==> config.mk <==
export PLATFORM = sky130hd
export DESIGN_NAME = lrp_front
export DESIGN_NICKNAME = d
export VERILOG_FILES = /design/src/lrp_pkg.sv /design/src/lrp_front.sv
export SDC_FILE = /design/constraint.sdc
export NUM_CORES = 1
export LEC_CHECK = 0
export CELL_PAD_IN_SITES_DETAIL_PLACEMENT = 1
export CELL_PAD_IN_SITES_GLOBAL_PLACEMENT = 1
export CORE_UTILIZATION = 44
export DETAILED_ROUTE_END_ITERATION = 8
export DONT_BUFFER_PORTS = 1
export MAX_ROUTING_LAYER = met4
export PLACE_DENSITY = 0.88
export SYNTH_ARGS = -nofsm -noshare
export SYNTH_HDL_FRONTEND = slang
export SYNTH_SLANG_ARGS = --single-unit
==> constraint.sdc <==
create_clock -name clk -period 2.1 [get_ports clk]
set_input_delay 0.315 -clock clk [delete_from_list [all_inputs] [get_ports clk]]
set_output_delay 0.315 -clock clk [all_outputs]
set_load 0.05 [all_outputs]
==> src/lrp_pkg.sv <==
// Package for the LR recognizer: payload structs, table sizes, codes.
// Used by every module in src except lrp_ram.
package lrp_pkg;

  localparam int MAX_STATES   = 512;
  localparam int MAX_TOKENS   = 64;
  localparam int MAX_SYMBOLS  = 64;
  localparam int MAX_RULES    = 256;
  localparam int STACK_DEPTH  = 256;
  localparam int MAX_RHS      = 15;
  localparam int REDUCE_LIMIT = 4096;
  localparam int ACT_SIZE     = MAX_STATES * MAX_TOKENS;
  localparam int GOTO_SIZE    = MAX_STATES * MAX_SYMBOLS;
  localparam int AW           = $clog2(ACT_SIZE);
  localparam int GW           = $clog2(GOTO_SIZE);
  localparam int RW           = $clog2(MAX_RULES);
  localparam int SW           = $clog2(STACK_DEPTH);
  localparam int QDEPTH       = 2;
  localparam int QW           = $clog2(QDEPTH);
  localparam int CW           = $clog2(QDEPTH + 1);

  localparam logic [1:0] FN_ACT = 2'd0, FN_GOTO = 2'd1, FN_RULE = 2'd2, FN_TOK = 2'd3;
  localparam logic [1:0] AT_ERR = 2'd0, AT_SHIFT = 2'd1, AT_RED = 2'd2, AT_ACC = 2'd3;
  localparam logic [1:0] ST_ACC = 2'd0, ST_INC = 2'd1, ST_SYN = 2'd2;
  localparam logic [2:0] REG_NS = 3'd0, REG_NT = 3'd1, REG_NSYM = 3'd2,
                         REG_NR = 3'd3, REG_EOF = 3'd4;

  typedef struct packed {
    logic [1:0]  func;
    logic [14:0] index;
    logic [11:0] entry;
    logic [5:0]  token;
    logic        last_token;
  } in_item_t;

  typedef struct packed {
    logic [1:0]  status;
    logic [15:0] end_position;
  } out_item_t;

  // classified token passed from front to back
  typedef struct packed {
    logic [5:0] token;
    logic       last;
    logic       in_range;
    logic       is_eof;
  } tok_cmd_t;

endpackage

==> src/lrp_front.sv <==
// Front end: accepts items, performs table writes, classifies tokens
// into a short queue for the back end. Depends on lrp_pkg.
module lrp_front (
  input  logic              clk,
  input  logic              rst,
  input  logic              in_valid,
  output logic              in_ready,
  input  lrp_pkg::in_item_t in_data,
  input  logic [6:0]        nt,
  input  logic [6:0]        eof_tok,
  input  logic              back_idle,
  output logic              act_we,
  output logic              goto_we,
  output logic              rule_we,
  output logic [14:0]       wr_addr,
  output logic [11:0]       wr_data,
  output logic              q_valid,
  input  logic              q_pop,
  output lrp_pkg::tok_cmd_t q_head
);
  import lrp_pkg::*;

  tok_cmd_t      q [QDEPTH];
  logic [QW-1:0] rd_ptr, wr_ptr;
  logic [CW-1:0] count;
  logic          push;
  logic [6:0]    tok7;

  // table writes wait until queued tokens are done so a parse never sees them early
  assign in_ready = (in_data.func == FN_TOK) ? (count != CW'(QDEPTH)) :
                    (count == '0 && back_idle);
  assign push     = in_valid && in_ready && in_data.func == FN_TOK;
  assign tok7     = {1'b0, in_data.token};
  assign wr_addr  = in_data.index;
  assign wr_data  = in_data.entry;
  assign act_we   = in_valid && in_ready && in_data.func == FN_ACT &&
                    {2'b0, in_data.index} < 17'(ACT_SIZE);
  assign goto_we  = in_valid && in_ready && in_data.func == FN_GOTO &&
                    {2'b0, in_data.index} < 17'(GOTO_SIZE);
  assign rule_we  = in_valid && in_ready && in_data.func == FN_RULE &&
                    {2'b0, in_data.index} < 17'(MAX_RULES);
  assign q_valid  = count != '0;
  assign q_head   = q[rd_ptr];

  always_ff @(posedge clk) begin
    if (rst) begin
      rd_ptr <= '0;
      wr_ptr <= '0;
      count  <= '0;
    end else begin
      if (push) begin
        q[wr_ptr] <= '{token: in_data.token, last: in_data.last_token,
                       in_range: tok7 != 7'd0 && tok7 <= nt,
                       is_eof: tok7 == eof_tok};
        wr_ptr <= (wr_ptr == QW'(QDEPTH - 1)) ? '0 : wr_ptr + 1'b1;
      end
      if (q_pop) rd_ptr <= (rd_ptr == QW'(QDEPTH - 1)) ? '0 : rd_ptr + 1'b1;
      count <= count + CW'(push) - CW'(q_pop);
    end
  end
endmodule

# After elaboration in Yosys (flattened, before gate mapping)
# Memories as Yosys holds them, arrays and structs flattened. A register that Yosys moved wholly into a read port is not among the register bits.
# Index checks and enable logic that the tools add are counted.
# word_totals
ff_bits	4
ram_bits	18
in_bits	55
output_inout_bits	41
wordCells	35
n_memories	1
# memory_table
memory	words	word_bits	rd	rd_clocked_by_memory_dff	wr	line	source
q	2	9	1	1	1	lrp_front.sv:23	tok_cmd_t q [QDEPTH];
# classes
add_sub_neg	4
magnitude_cmp	2
n_eq_ne	5
n_mux	8
n_reduce_logical	12
# ops
op	count
15-bit by 9-bit less-than comparator with 1-bit output (second input constant)	1
1-bit logical AND	8
1-bit two-way mux	8
6-bit by 7-bit equality test with 1-bit output	1
6-bit by 7-bit less-or-equal comparator with 1-bit output	1
7-bit nonzero test	1
2-bit equality test (second input constant)	2
2-bit logical NOT	2
1-bit adder (second input constant)	2
2-bit by 1-bit adder with 2-bit output	1
2-bit by 1-bit equality test with 1-bit output (second input constant)	1
2-bit inequality test (second input constant)	1
2-bit nonzero test	1
2-bit by 1-bit subtractor with 2-bit output	1

# Logic depth before layout (Yosys ltp)
# depth
ltp_word	8
depth_mapped	8
ltp_nobuf	8

# Least setup slack after synthesis
# OpenSTA, ideal clock, no wires.
# synth_timing
kind	register to output
startpoint	register count[0]
endpoint	output rule_we
arrival_ns	2.531
t_required_ns	1.785
setup_slack_ns	-0.746
path_stages_with_launch	5
path_buffers	0
path_cell_list	dfxtp_1 nand2b_1 a21boi_0 nand4_1 nor2_1
# synth_via
elab_chain_len	6
word_cells_on_any_way	7
cone_classes	1 x eq/ne; 1 x mux; 5 x reduce/logical
# synth_rtl
item	line	source
start: declaration	lrp_front.sv:25	logic [CW-1:0] count;
start signal: assignment	lrp_front.sv:58	count <= count + CW'(push) - CW'(q_pop);
2-bit logical NOT	lrp_front.sv:31	(count == '0 && back_idle);
1-bit logical AND	lrp_front.sv:31	
1-bit two-way mux *	lrp_front.sv:30	assign in_ready = (in_data.func == FN_TOK) ? (count != CW'(QDEPTH)) :
via in_ready	lrp_front.sv:7	output logic in_ready,
1-bit logical AND * (3 in a row)	lrp_front.sv:40	assign rule_we = in_valid && in_ready && in_data.func == FN_RULE &&
end: declaration	lrp_front.sv:14	output logic rule_we,
# Mark *: on every way through the listed nets, which the timed path passes. The rest lies on a longest branch.

# Worst setup path after layout
# layout_timing
startpoint	register count[0]
endpoint	output goto_we
# layout_via
elab_chain_len	5
word_cells_on_any_way	6
cone_classes	1 x eq/ne; 1 x mux; 4 x reduce/logical
# layout_rtl
item	line	source
2-bit logical NOT	lrp_front.sv:31	
1-bit logical AND	lrp_front.sv:31	
1-bit two-way mux *	lrp_front.sv:30	
1-bit logical AND * (2 in a row)	lrp_front.sv:38	assign goto_we = in_valid && in_ready && in_data.func == FN_GOTO &&
end: declaration	lrp_front.sv:13	output logic goto_we,
# Mark *: on every way between the ends. The rest lies on a longest branch, timed or not.

==> flow_metrics.tcl <==
set metrics [dict create \
    status "finished with violations" \
    violations "DRC" \
    cts_tree "done" \
    rr_worst_depth 8 \
    wl_mm 2.52 \
    dr.first_iter.drc_count 30 \
    hold_violations 0 \
    final_nets 164 \
    preCtsSetupSlack_ns 0.349 \
    hp-class "input port to register" \
    routedWlPerCell_um 19.2 \
    ys_types 27 \
    diodes 0 \
    timing.final.crit_period_ns 1.88 \
    grt.busiest_layer "met2" \
    io_pins 96 \
    synth_nets 182 \
    setup_tns_ns 0 \
    clk_pin_slew_ns 0.11 \
    avgViaCountPerCell 5.82 \
    power.density_nw_per_um2 722 \
    cp_max_fo 4 \
    die_height_um 57.7 \
    io_buffers 0 \
    skew_ns 0.0139 \
    hpwlAfterDp_mm 2.05 \
    core_um2 2850 \
    drive_gt1_frac 0.220 \
    slew_violations 0 \
    grt_pass1_vias 793 \
    grtUsageMet2 0.264 \
    syn_avg_cell_area_um2 11.5 \
    synthCells 119 \
    max-cap-violations 0 \
    grt.total_usage 0.157 \
    fin_util 0.449 \
    setup_viol 0 \
    startpoint "count[0]" \
    power_frac_comb 0.214 \
    rrSetupSlack_ns 0.37 \
    cts_setup_buffers 0 \
    pwr-share-seq 0.569 \
    crit_required_ns 1.78 \
    cp-end-kind "output port" \
    layout_setup_ws_ns 0.220 \
    rows 19 \
    r2r-start "count[0]" \
    start_util 0.479 \
    globalRouteMet1Util 0.160 \
    clock.fmax_mhz 532 \
    clock-sinks 23 \
    rr_endpoint "count[1]" \
    antenna_found_initial 0 \
    cts-root-buf "clkbuf_4" \
    worst_setup_path_start_kind "register" \
    num_vias 763 \
    ys_warn_count 0 \
    htreeDepth 1 \
    grt_max_degree 14 \
    rsz0062_at_grt "false" \
    ys_ff_latch 23 \
    swShare 0.299 \
    yosysSeqAreaShare 0.469 \
    drc 6 \
    crit_arrival_ns 1.56 \
    multi_input_area_um2 497 \
    post-route-period-util 0.895 \
    gp_congestion 0.755 \
    peakVddDrop_mv 0.216 \
    seqCellArea_um2 641 \
    endpoint "goto_we" \
    syn_area_um2 1370 \
    syn_to_final_growth_pct -6.23 \
    grtUsageMet3 0.0379 \
    ant_nets 0 \
    synth_edf_count 18 \
    clk_latency_ns 0.31 \
    cts-hold-fix-buffers 0 \
    overflow 0 \
    grt_pass1_wl_mm 3.77 \
    cts_resized 0 \
    fillers 312 \
    p_leak_nw 0.494 \
    async_flop_share 0 \
    crit_type "register to output port" \
    die_x_um 57.7 \
    worst_pin_slew_ns 0.516 \
    hold_ws_ns 0.0669 \
    intPower_mw 0.648 \
    clkPwrFrac 0.217 \
    synth_flop_cell "edfxtp_1" \
    dieArea_um2 3330 \
    drtPass1Iterations 6 \
    clk_path_buf_depth 2 \
    slew_headroom 0.657 \
    cts_buffers 3 \
    switching_power_mw 0.277 \
]
synthesized netlist by cell type, drive strengths merged (2+ instances only):
master / count / area, µm²
buf: 28 / 208
edfxtp: 18 / 541
mux2: 9 / 101
ha: 8 / 100
xor2: 8 / 70.1
inv: 7 / 26.3
nor2: 6 / 22.5
dfxtp: 5 / 100
a21oi: 3 / 15.0
nand2: 3 / 11.3
nand4: 3 / 18.8
nor3: 3 / 15.0
or4: 3 / 22.5
nand2b: 2 / 12.5
nor4: 2 / 18.8
xnor2: 2 / 17.5
power groups by stage:
stage | logic (mW) | clock network [mW] | registers (mW)
after floorplan | 0.316 | 0 | 0.527
after global placement | 0.190 | 0 | 0.534
after detailed placement | 0.200 | 0 | 0.536
after CTS | 0.201 | 0.205 | 0.526
after global routing | 0.214 | 0.218 | 0.528
final | 0.198 | 0.201 | 0.526
layout by cell type, fill, tap and decap left out, types with 2 or more instances in the layout:
master,netlist,final
nand2b_1,2,2
mux2_2,9,9
nor3_1,3,3
buf_4,27,4
dfxtp_1,5,5
inv_1,7,7
xor2_1,8,8
nand4_1,3,3
xnor2_1,2,2
ha_1,8,8
nor2_1,6,5
a21oi_1,3,3
nand2_1,3,3
edfxtp_1,18,18
clkbuf_4,0,3
or4_1,3,3
sequential cells by signal, indices dropped and copies added (netlist names), named ones only:
| name | count |
|---|---|
| count | 2 |
| q | 18 |
| wr_ptr | 1 |
| rd_ptr | 1 |
cell families after synthesis:
family          Yosys count  synth area share
buf+inv                  35             0.171
simple gates             27             0.115
flops                    23             0.469
xor+xnor                 10            0.0642
mux                       9            0.0742
fa+ha+maj                 8            0.0733
compound gates            7            0.0321
worst max-delay path: stages, from the launching register on:
cell      delay [ns]
dfxtp_1         0.35
nand2b_1        0.17
nor3_1          0.22
and3_1          0.53
how the worst min path moves through the flow:
stage / slack (ns) / start / cells past startpoint / endpoint
floorplan: 0.39 / rst / 1 / count[0]
global placement: 0.39 / rst / 1 / count[0]
detailed placement: 0.39 / rst / 1 / count[0]
CTS: 0.06 / rst / 1 / count[0]
global route: 0.05 / rst / 1 / count[0]
finish: 0.07 / rst / 1 / count[0]
layer usage:
metal / routed length, µm / vias up / part of all wire
met1: 922 / 357 / 0.37
met4: 106 / 0 / 0.042
met3: 230 / 22 / 0.091
met2: 1260 / 33 / 0.50
li1: - / 351 / -
met5: 0 / - / 0
metrics by stage:
| stage | power, mW | std cells | area, µm² |
|---|---|---|---|
| floorplan | 0.843 | 119 | 1370 |
| global placement | 0.724 | 127 | 1250 |
| detailed placement | 0.736 | 127 | 1250 |
| CTS | 0.931 | 131 | 1280 |
| global route | 0.960 | 131 | 1280 |
| finish | 0.924 | 131 | 1280 |
cell type report:
class / count / share of cell area
Tap cell: 31 / 0.0303
Multi-Input combinational cell: 61 / 0.388
Inverter: 7 / 0.0205
Clock buffer: 3 / 0.0176
Clock inverter: 1 / 0.00391
Timing Repair Buffer: 5 / 0.0391
Sequential cell: 23 / 0.500
No activity file was read; power rests on OpenSTA's default activity.
